### src/rtl/lbpd_pkg.sv
`timescale 1ns / 1ps
// ----------------------------------------------------------------------------
// lbpd_pkg: shared types and constants for the LCD bus pixel decoder
// Display geometry, command codes, decode modes and the result word layout.
// ----------------------------------------------------------------------------
package lbpd_pkg;

  localparam int DISPLAY_WIDTH  = 176;   // 1 .. 256
  localparam int DISPLAY_HEIGHT = 208;   // 1 .. 256

  localparam int BYTE_W  = 8;
  localparam int NIB_W   = 4;
  localparam int COL_W   = 8;
  localparam int LINE_W  = 9;
  localparam int ROW_W   = 8;
  localparam int COLOR_W = 16;
  localparam int LATCH_W = 3;
  localparam int NCNT_W  = 2;

  localparam logic [BYTE_W-1:0]  CMD_LINE_LATCH = 8'h75;
  localparam logic [BYTE_W-1:0]  CMD_PIXEL      = 8'h5C;
  localparam logic [LINE_W-1:0]  LINE_MAX       = 9'd511;
  localparam logic [LATCH_W-1:0] LATCH_MAX      = 3'd7;

  // color bit positions for r, g, b nibbles
  localparam int RED_POS   = 12;
  localparam int GREEN_POS = 7;
  localparam int BLUE_POS  = 1;

  typedef enum logic [1:0] {
    MODE_IDLE  = 2'd0,
    MODE_LATCH = 2'd1,
    MODE_PIXEL = 2'd2
  } decode_mode_t;

  typedef struct packed {
    logic [COL_W-1:0]   x;
    logic [ROW_W-1:0]   y;
    logic [COLOR_W-1:0] color;
  } pixel_t;

endpackage

### src/rtl/lbpd_in_if.sv
`timescale 1ns / 1ps
// ----------------------------------------------------------------------------
// lbpd_in_if: captured bus channel
// One word is a data bus byte plus the bus mode flag.
// ----------------------------------------------------------------------------
interface lbpd_in_if;
  logic       valid;
  logic       ready;
  logic [7:0] bus_byte;
  logic       mode_flag;

  modport source (output valid, output bus_byte, output mode_flag, input ready);
  modport sink   (input valid, input bus_byte, input mode_flag, output ready);
endinterface

### src/rtl/lbpd_out_if.sv
`timescale 1ns / 1ps
// ----------------------------------------------------------------------------
// lbpd_out_if: decoded pixel channel
// One word is a pixel position and its RGB565 color.
// ----------------------------------------------------------------------------
interface lbpd_out_if;
  logic        valid;
  logic        ready;
  logic [7:0]  pixel_x;
  logic [7:0]  pixel_y;
  logic [15:0] pixel_color;

  modport source (output valid, output pixel_x, output pixel_y, output pixel_color,
                  input ready);
  modport sink   (input valid, input pixel_x, input pixel_y, input pixel_color,
                  output ready);
endinterface

### src/rtl/lbpd_skid.sv
`timescale 1ns / 1ps
// ----------------------------------------------------------------------------
// lbpd_skid: output register with skid stage
// Holds one pixel for the receiver and parks one more while it stalls.
// ----------------------------------------------------------------------------
module lbpd_skid (
  input  logic            clk,
  input  logic            rst,
  input  logic            in_valid,
  input  lbpd_pkg::pixel_t in_data,
  output logic            in_ready,
  output logic            out_valid,
  output lbpd_pkg::pixel_t out_data,
  input  logic            out_ready
);
  import lbpd_pkg::*;

  logic   skid_valid;
  pixel_t skid_data;

  assign in_ready = !skid_valid;

  always_ff @(posedge clk) begin
    if (rst) begin
      out_valid  <= 1'b0;
      skid_valid <= 1'b0;
    end else if (out_ready || !out_valid) begin
      if (skid_valid) begin
        out_valid  <= 1'b1;
        skid_valid <= 1'b0;
      end else begin
        out_valid <= in_valid;
      end
    end else if (in_valid && !skid_valid) begin
      skid_valid <= 1'b1;
    end
  end

  always_ff @(posedge clk) begin
    if (out_ready || !out_valid) begin
      if (skid_valid) begin
        out_data <= skid_data;
      end else if (in_valid) begin
        out_data <= in_data;
      end
    end else if (in_valid && !skid_valid) begin
      skid_data <= in_data;
    end
  end

endmodule

### src/rtl/lcd_bus_pixel_decoder_core.sv
`timescale 1ns / 1ps
// ----------------------------------------------------------------------------
// lcd_bus_pixel_decoder_core: captured LCD bus to pixel decoder
// Usage:
//   bus   : sink of captured bus words (bus_byte, mode_flag). mode_flag low
//           marks a command strobe: 0x75 starts a line latch and clears the
//           position counters, 0x5C starts pixel data, others go idle.
//   pixel : source of decoded pixels (pixel_x, pixel_y, pixel_color RGB565).
//           Every three data nibbles give one pixel; off-screen pixels and
//           words that complete no pixel give no output word.
//   Throughput: one bus word per cycle while bus.ready is high. The decode state is
//   updated in the cycle a word is accepted.
//   Output: a completed pixel is registered in the output register, or in
//   the skid register while the receiver stalls.
//   Stall: a two-entry output stage (register plus skid) keeps bus.ready
//   high while one pixel waits; ready drops only when both are full.
//   Reset: synchronous rst returns to idle with all counters at zero and
//   empties the output stage.
// ----------------------------------------------------------------------------
module lcd_bus_pixel_decoder_core (
  input logic            clk,
  input logic            rst,
  lbpd_in_if.sink        bus,
  lbpd_out_if.source     pixel
);
  import lbpd_pkg::*;

  decode_mode_t         mode, mode_next;
  logic [LATCH_W-1:0]   latch_count, latch_count_next;
  logic [ROW_W-1:0]     row_base, row_base_next;
  logic [BYTE_W-1:0]    held, held_next;
  logic [NCNT_W-1:0]    nib_count, nib_count_next;
  logic [COL_W-1:0]     column, column_next;
  logic [LINE_W-1:0]    line, line_next;

  logic                 accept;
  logic                 skid_ready;
  logic                 emit;
  logic                 res_valid;
  pixel_t               res;
  pixel_t               out_data;
  logic [NIB_W-1:0]     r, g, b;
  logic [NIB_W-1:0]     hi, lo;
  logic [COL_W:0]       col_inc;
  logic [ROW_W+1:0]     row_sum;
  logic                 on_screen;

  assign accept    = bus.valid && skid_ready;
  assign bus.ready = skid_ready;
  assign hi        = bus.bus_byte[7:4];
  assign lo        = bus.bus_byte[3:0];

  // next mode
  always_comb begin
    mode_next = mode;
    if (accept && !bus.mode_flag) begin
      case (bus.bus_byte)
        CMD_LINE_LATCH: mode_next = MODE_LATCH;
        CMD_PIXEL:      mode_next = MODE_PIXEL;
        default:        mode_next = MODE_IDLE;
      endcase
    end
  end

  // pixel assembly from held nibbles and the new byte
  always_comb begin
    case (nib_count)
      2'd1: begin
        r = held[3:0];
        g = hi;
        b = lo;
      end
      2'd2: begin
        r = held[7:4];
        g = held[3:0];
        b = hi;
      end
      default: begin
        r = held[3:0];
        g = hi;
        b = lo;
      end
    endcase
  end

  assign col_inc   = {1'b0, column} + (COL_W+1)'(1);
  assign row_sum   = (ROW_W+2)'(row_base) + (ROW_W+2)'(line);
  assign on_screen = ({1'b0, column} < (COL_W+1)'(DISPLAY_WIDTH)) &&
                     (row_sum < (ROW_W+2)'(DISPLAY_HEIGHT));

  assign res.x     = column;
  assign res.y     = row_sum[ROW_W-1:0];
  assign res.color = (COLOR_W'(r) << RED_POS) | (COLOR_W'(g) << GREEN_POS) |
                     (COLOR_W'(b) << BLUE_POS);

  // datapath next values and result
  always_comb begin
    latch_count_next = latch_count;
    row_base_next    = row_base;
    held_next        = held;
    nib_count_next   = nib_count;
    column_next      = column;
    line_next        = line;
    emit             = 1'b0;
    if (accept) begin
      if (!bus.mode_flag) begin
        latch_count_next = '0;
        if (bus.bus_byte == CMD_LINE_LATCH) begin
          held_next      = '0;
          nib_count_next = '0;
          column_next    = '0;
          line_next      = '0;
        end
      end else if (mode == MODE_LATCH || mode == MODE_PIXEL) begin
        if (latch_count != LATCH_MAX) begin
          latch_count_next = latch_count + LATCH_W'(1);
        end
        if (mode == MODE_LATCH) begin
          if (latch_count == '0) begin
            row_base_next = bus.bus_byte;
          end
        end else begin
          case (nib_count)
            2'd1: begin
              emit           = 1'b1;
              held_next      = '0;
              nib_count_next = 2'd0;
            end
            2'd2: begin
              emit           = 1'b1;
              held_next      = {4'd0, lo};
              nib_count_next = 2'd1;
            end
            default: begin
              held_next      = bus.bus_byte;
              nib_count_next = 2'd2;
            end
          endcase
          if (emit) begin
            if (col_inc >= (COL_W+1)'(DISPLAY_WIDTH)) begin
              column_next = '0;
              if (line != LINE_MAX) begin
                line_next = line + LINE_W'(1);
              end
            end else begin
              column_next = col_inc[COL_W-1:0];
            end
          end
        end
      end
    end
  end

  assign res_valid = emit && on_screen;

  always_ff @(posedge clk) begin
    if (rst) begin
      mode        <= MODE_IDLE;
      latch_count <= '0;
      row_base    <= '0;
      held        <= '0;
      nib_count   <= '0;
      column      <= '0;
      line        <= '0;
    end else begin
      mode        <= mode_next;
      latch_count <= latch_count_next;
      row_base    <= row_base_next;
      held        <= held_next;
      nib_count   <= nib_count_next;
      column      <= column_next;
      line        <= line_next;
    end
  end

  lbpd_skid u_skid (
    .clk       (clk),
    .rst       (rst),
    .in_valid  (res_valid),
    .in_data   (res),
    .in_ready  (skid_ready),
    .out_valid (pixel.valid),
    .out_data  (out_data),
    .out_ready (pixel.ready)
  );

  assign pixel.pixel_x     = out_data.x;
  assign pixel.pixel_y     = out_data.y;
  assign pixel.pixel_color = out_data.color;

endmodule
### src/flat_wrapper.sv
// flat-port wrapper written by rule: the top's interface ports become plain ports
module lcd_bus_pixel_decoder_core_flat import lbpd_pkg::*;
  (clk, rst, bus_valid, bus_bus_byte, bus_mode_flag, bus_ready, pixel_valid, pixel_pixel_x, pixel_pixel_y, pixel_pixel_color, pixel_ready);
  lbpd_in_if bus_i ();
  lbpd_out_if pixel_i ();
  input logic clk;
  input logic rst;
  input wire logic [$bits(bus_i.valid)-1:0] bus_valid;
  input wire logic [$bits(bus_i.bus_byte)-1:0] bus_bus_byte;
  input wire logic [$bits(bus_i.mode_flag)-1:0] bus_mode_flag;
  output wire logic [$bits(bus_i.ready)-1:0] bus_ready;
  output wire logic [$bits(pixel_i.valid)-1:0] pixel_valid;
  output wire logic [$bits(pixel_i.pixel_x)-1:0] pixel_pixel_x;
  output wire logic [$bits(pixel_i.pixel_y)-1:0] pixel_pixel_y;
  output wire logic [$bits(pixel_i.pixel_color)-1:0] pixel_pixel_color;
  input wire logic [$bits(pixel_i.ready)-1:0] pixel_ready;
  assign bus_i.valid = bus_valid;
  assign bus_i.bus_byte = bus_bus_byte;
  assign bus_i.mode_flag = bus_mode_flag;
  assign bus_ready = bus_i.ready;
  assign pixel_valid = pixel_i.valid;
  assign pixel_pixel_x = pixel_i.pixel_x;
  assign pixel_pixel_y = pixel_i.pixel_y;
  assign pixel_pixel_color = pixel_i.pixel_color;
  assign pixel_i.ready = pixel_ready;
  lcd_bus_pixel_decoder_core u_core (.clk(clk), .rst(rst), .bus(bus_i), .pixel(pixel_i));
endmodule
### config.mk
export PLATFORM = sky130hd
export DESIGN_NAME = lcd_bus_pixel_decoder_core_flat
export DESIGN_NICKNAME = d
export VERILOG_FILES = /design/src/rtl/lbpd_pkg.sv /design/src/rtl/lbpd_in_if.sv /design/src/rtl/lbpd_out_if.sv /design/src/rtl/lbpd_skid.sv /design/src/rtl/lcd_bus_pixel_decoder_core.sv /design/src/flat_wrapper.sv
export SDC_FILE = /design/constraint.sdc
export NUM_CORES = 1
export LEC_CHECK = 0
export BUFFER_PORTS_ARGS = -buffer_cell sky130_fd_sc_hd__buf_4
export CORE_AREA = 2 2 117 119
export DETAILED_ROUTE_END_ITERATION = 12
export DIE_AREA = 0 0 119 121
export MAX_ROUTING_LAYER = met4
export PLACE_DENSITY = 0.6
export SYNTH_ARGS = -nofsm -noshare
export SYNTH_HDL_FRONTEND = slang
export SYNTH_SLANG_ARGS = --single-unit
### constraint.sdc
create_clock -name clk -period 5.68 [get_ports clk]
set_input_delay 0.568 -clock clk [delete_from_list [all_inputs] [get_ports clk]]
set_output_delay 0.568 -clock clk [all_outputs]
set_load 0.1 [all_outputs]
### Word level (Yosys, flattened, before mapping)

Cells that the tools add are included.

* logic and storage cells: 102
* input port bits: 13
* output and inout bits: 34
* register bits: 106

* mux-type cells: 41
* add/subtract/negate cells: 4
* bitwise logic cells: 3
* reduce and logical (&&, ||, !) cells: 22
* $lt $le $gt $ge: 3
* eq/ne operators: 14

Operators with widths (count)
* two-way mux 8 bit: 9
* two-way mux 32 bit: 2
* two-way mux 9 bit: 7
* equality test 8 x 7 -> 1 bit (second input constant): 2
* bitwise OR 16 x 11 -> 16 bit: 1
* bitwise OR 16 x 5 -> 16 bit: 1
* one-hot mux 8 bit (2 select lines): 1
* two-way mux 4 bit: 3
* adder 8 x 9 -> 10 bit: 1
* less-than comparator 10 x 8 -> 1 bit (second input constant): 1
* two-way mux 1 bit: 10
* inequality test 2 x 1 -> 1 bit (second input constant): 5
* AND reduction 5 bit: 2
* adder 8 x 1 -> 9 bit (second input constant): 1
* adder 9 x 1 -> 9 bit (second input constant): 1
* >= comparator 9 x 8 -> 1 bit (second input constant): 1
* two-way mux 3 bit: 3
* inequality test 9 bit (second input constant): 1
* less-than comparator 8 bit (second input constant): 1
* two-way mux 2 bit: 4
* one-hot mux 2 bit (2 select lines): 2
* AND reduction 7 bit: 1
* logical AND 1 bit: 5
* equality test 2 x 1 -> 1 bit (second input constant): 2
* other kinds (13): 20

### Depth between registers and ports, before layout

* word-level depth: 14
* mapped depth: 9
* gate-level depth less buffers: 9

### Modules after synthesis

Synthesis repeated with hierarchy kept, for this count alone.

* cells, all modules: 413
* area, all modules: 5089.9 µm²

By module, submodules not included
* lcd_bus_pixel_decoder_core: area each 2553.7 µm², sequential area each 800.8 µm², cells an instance 304, times used 1
* lbpd_skid: area each 2536.2 µm², sequential area each 1961.9 µm², cells an instance 109, times used 1

### Least setup slack after synthesis

OpenSTA, ideal clock, no wires.

* path kind: reg2reg
* start point: register u_core.line[0]
* end point: register u_core.u_skid.skid_data[10] (netlist name) (enable)
* setup slack: 1.423 ns
* stages on the path, launching flop included: 10
* period minus slack after synthesis: 4.257 ns
* path buffers: 0
* required time: 5.232 ns
* arrival: 3.809 ns
* setup time: 0.448 ns
* cells stage by stage: dfxtp_1 -> ha_1 -> inv_1 -> fa_1 -> nor2b_4 -> o31a_1 -> or4_1 -> o311ai_2 -> o211ai_2 -> nor3_1

* longest elaborated chain between the ends: 6

RTL lines
* start: declaration: RTL line lcd_bus_pixel_decoder_core.sv:34 `logic [LINE_W-1:0] line, line_next;`
* start signal: assignment: RTL line lcd_bus_pixel_decoder_core.sv:172 `line <= line_next;`
* adder 8 x 9 -> 10 bit: RTL line lcd_bus_pixel_decoder_core.sv:87 `assign row_sum = (ROW_W+2)'(row_base) + (ROW_W+2)'(line);`
* less-than comparator 10 x 8 -> 1 bit: RTL line lcd_bus_pixel_decoder_core.sv:89 `(row_sum < (ROW_W+2)'(DISPLAY_HEIGHT));`
* logical AND 1 bit: RTL line lcd_bus_pixel_decoder_core.sv:88 `assign on_screen = ({1'b0, column} < (COL_W+1)'(DISPLAY_WIDTH)) &&`
* logical AND 1 bit: RTL line lcd_bus_pixel_decoder_core.sv:154 `assign res_valid = emit && on_screen;`
* logical AND 1 bit: RTL line lbpd_skid.sv:46 `end else if (in_valid && !skid_valid) begin`
* AND reduction 2 bit (no source line)
* end signal: assignment: RTL line lbpd_skid.sv:47 `skid_data <= in_data;`
* end: declaration: RTL line lbpd_skid.sv:19 `pixel_t skid_data;`

Every way passes these cells.
A chain may end at the register's enable or synchronous reset.

### Final worst setup path

* start point: register u_core.line[0]
* end point: register u_core.u_skid.skid_data[25] (netlist name) (enable)

Same word-level chain as after synthesis.

==> impl_metrics.toml <==
[sta]
rsz0062_at_grt = "no"
fmax_mhz = 277
final.min_clock_period_ns = 3.61
skew_ns = 0.00729
maxSlewViolCount = 0
fin_setup_tns_ns = 0
fin_crit_sh_pct = 63.5
setup_violations = 0
max-slew-margin-rel_pct = 27.9
worst_slew_pin_slew_ns = 1.08
setup_slack_ns = 2.07
hold_viol = 0

[yosys]
yosysUniqueCellTypes = 59
ys.flop_type = "edfxtp_1"
synth_area_um2 = 4670
ys_seq_elements = 98
ys_top_cells_by_area = "edfxtp_1 (36%), dfxtp_1 (18%), mux2_2 (8.4%), ha_1 (4.6%), nor2_1 (2.9%)"
postSynthAreaPerCell_um2 = 11.4
netlist.area_leader.share_pct = 36.0
ys_warn_count = 0
syn_inst = 411
ys_seq_area_share_pct = 54.1
synth.largest_area_cell = "edfxtp_1"
synthArstFlopShare_pct = 0
synth_edf_count = 56

[clock_network]
clk_path_buf_depth = 2
cts.repair_timing.setup_buffer_count = 0
clock_latency_ns = 0.35
clkTransAtPathRegs_ns = 0.07
cts_num_sinks = 98
cts-resized-gates = 0
cts_hold_buf = 0
htree_levels = 3
cts_tree = "built"
clockRootBuffer = "clkbuf_16"
cts-buffers-inserted = 9

[grt]
grt_util_all_layers_pct = 14.5
antenna_found_initial = 0
grtUsageMet1_pct = 18.7
grt_pass1_vias = 3149
grt_use_met2_pct = 22.6
grt_pass1_wl_mm = 16.0
gr-usage-met3_pct = 3.52
grt_overflow_total = 0
busiest_layer = "met2"
grt_max_degree = 40

[pwr]
leakage_uw = 0.00207
p_per_area_nw_per_um2 = 278
ir_drop_v = 0.000132

[finish]
synthToLayoutAreaGrowth_pct = 17.8
final_common_cell = "edfxtp_1"
layout-drive-gt1-share_pct = 23.7
final_cell_mix = "edfxtp_1 (56), buf_4 (45), dfxtp_1 (42), nor2_1 (36), mux2_2 (35)"
antenna_cells = 0
fin_util_pct = 42.0
layout.nets = 478
instances_no_fill = 628

[outcome]
status = "finished clean"

[die]
ios = 47
die_h_um = 121
initial_core_util_pct = 35.7
die_w_um = 119
die_area_um2 = 14400
row_count = 42
core_area_um2 = 13100

[routing]
route.detailed.wl_per_inst_um = 15.3
drt-vias-per-instance = 5.08
ant_nets = 0
vias = 3188
totalWireLength_mm = 9.58
dr.pass1.iters = 5
drc = 0
drt_iter0_drc = 212

[worst_setup_path]
endpoint_kind = "flip-flop"
worst-setup-path-type = "flip-flop to flip-flop"
cp_max_fo = 15
worstPathRequired_ns = 5.71
r2r-start = "u_core.line[0]"
start_kind = "flip-flop"
crit_arrival_ns = 3.64
worstSetupStartpoint = "u_core.line[0]"

[flow_run]
cap_violations = 0

[placed_design]
portBuffers = 42
gp_congestion = 0.824
dp_slack_ns = 2.11
dp_hpwl_mm = 6.67
place_inst = 612

[hold_path]
worstHoldStart = "pixel_ready"
hp-class = "input pin to flip-flop"
==> cell families after synthesis <==
kind of cell	count (synthesis)	share of synthesized area, %
compound gates	73	10.5
xor+xnor	11	2.06
fa+ha+maj	18	4.99
buf+inv	39	3.75
flops	98	54.1
mux	45	10.6
other cells	1	0.0804
simple gates	126	13.9
==> where the power goes <==
group / total, uW / internal [uW] / switching (uW)
clock: 739 / 475 / 264
sequential: 744 / 744 / 0.0656
combinational: 45.8 / 13.2 / 32.6
==> flip-flops by register name, summed over array words and instances, names as in the netlist <==
register and cells:
u_core.column 8, u_core.held 8, u_core.latch_count 3, u_core.line 9
u_core.mode 2, u_core.nib_count 2, u_core.row_base 8, u_core.u_skid.out_data 28
u_core.u_skid.out_valid 1, u_core.u_skid.skid_data 28, u_core.u_skid.skid_valid 1
==> metal layers <==
layer | part of all wire, % | up-vias | wire, um
li1 | - | 1576 | -
met1 | 47 | 1534 | 4480
met2 | 48 | 70 | 4610
met5 | 0 | - | 0
met3 | 4.1 | 8 | 397
met4 | 1.0 | 0 | 98
==> area by class of cell <==
| class | instances | area [um^2] |
|---|---|---|
| Tap cell | 176 | 220 |
| Sequential cell | 98 | 2520 |
| Multi-Input combinational cell | 277 | 1990 |
| Inverter | 16 | 60.1 |
| Fill cell | 1219 | 7590 |
| Clock buffer | 9 | 225 |
| Clock inverter | 7 | 141 |
| Timing Repair Buffer | 45 | 338 |
==> path summary, 6_finish.rpt <==
path | cells after the start | end | slack, ns
max | 10 | u_core.u_skid.skid_data[25] | 2.07
min | 2 | u_core.u_skid.skid_valid | 0.43
max reg2reg | 10 | u_core.u_skid.skid_data[25] | 2.07
min reg2reg | 2 | u_core.held[4] | 0.46
==> Yosys cell counts (all sizes together), types with 5 or more instances <==
cell     n
ha      17
o21ai   11
dfxtp   42
nand2   33
a21oi   24
nand4   13
edfxtp  56
mux2    35
nor2    36
mux2i   10
nor2b    5
a31oi    6
nor3     8
buf     12
clkbuf  11
nand3    8
inv     16
nand2b   5
a21o     5
xor2     7
==> per-stage QoR <==
step / power (uW) / hold WS (ns) / cell area [um^2]
after CTS: 1550 / 0.418 / 5500
after global placement: 805 / 0.443 / 5130
after global routing: 1580 / 0.415 / 5500
final: 1530 / 0.429 / 5500
after detailed placement: 805 / 0.445 / 5130
after floorplan: 792 / 0.403 / 4680
==> worst max-delay path, stage by stage, from the launching register on <==
cell and delay, ns:
dfxtp_1 0.35, ha_1 0.25, inv_1 0.08, fa_1 0.25, nor2b_4 0.06, o31a_1 0.29, or4_1 0.43, o311ai_2 0.12
o211ai_2 0.21, nor3_2 0.85, buf_4 0.39
No activity file was read; power rests on OpenSTA's default activity.
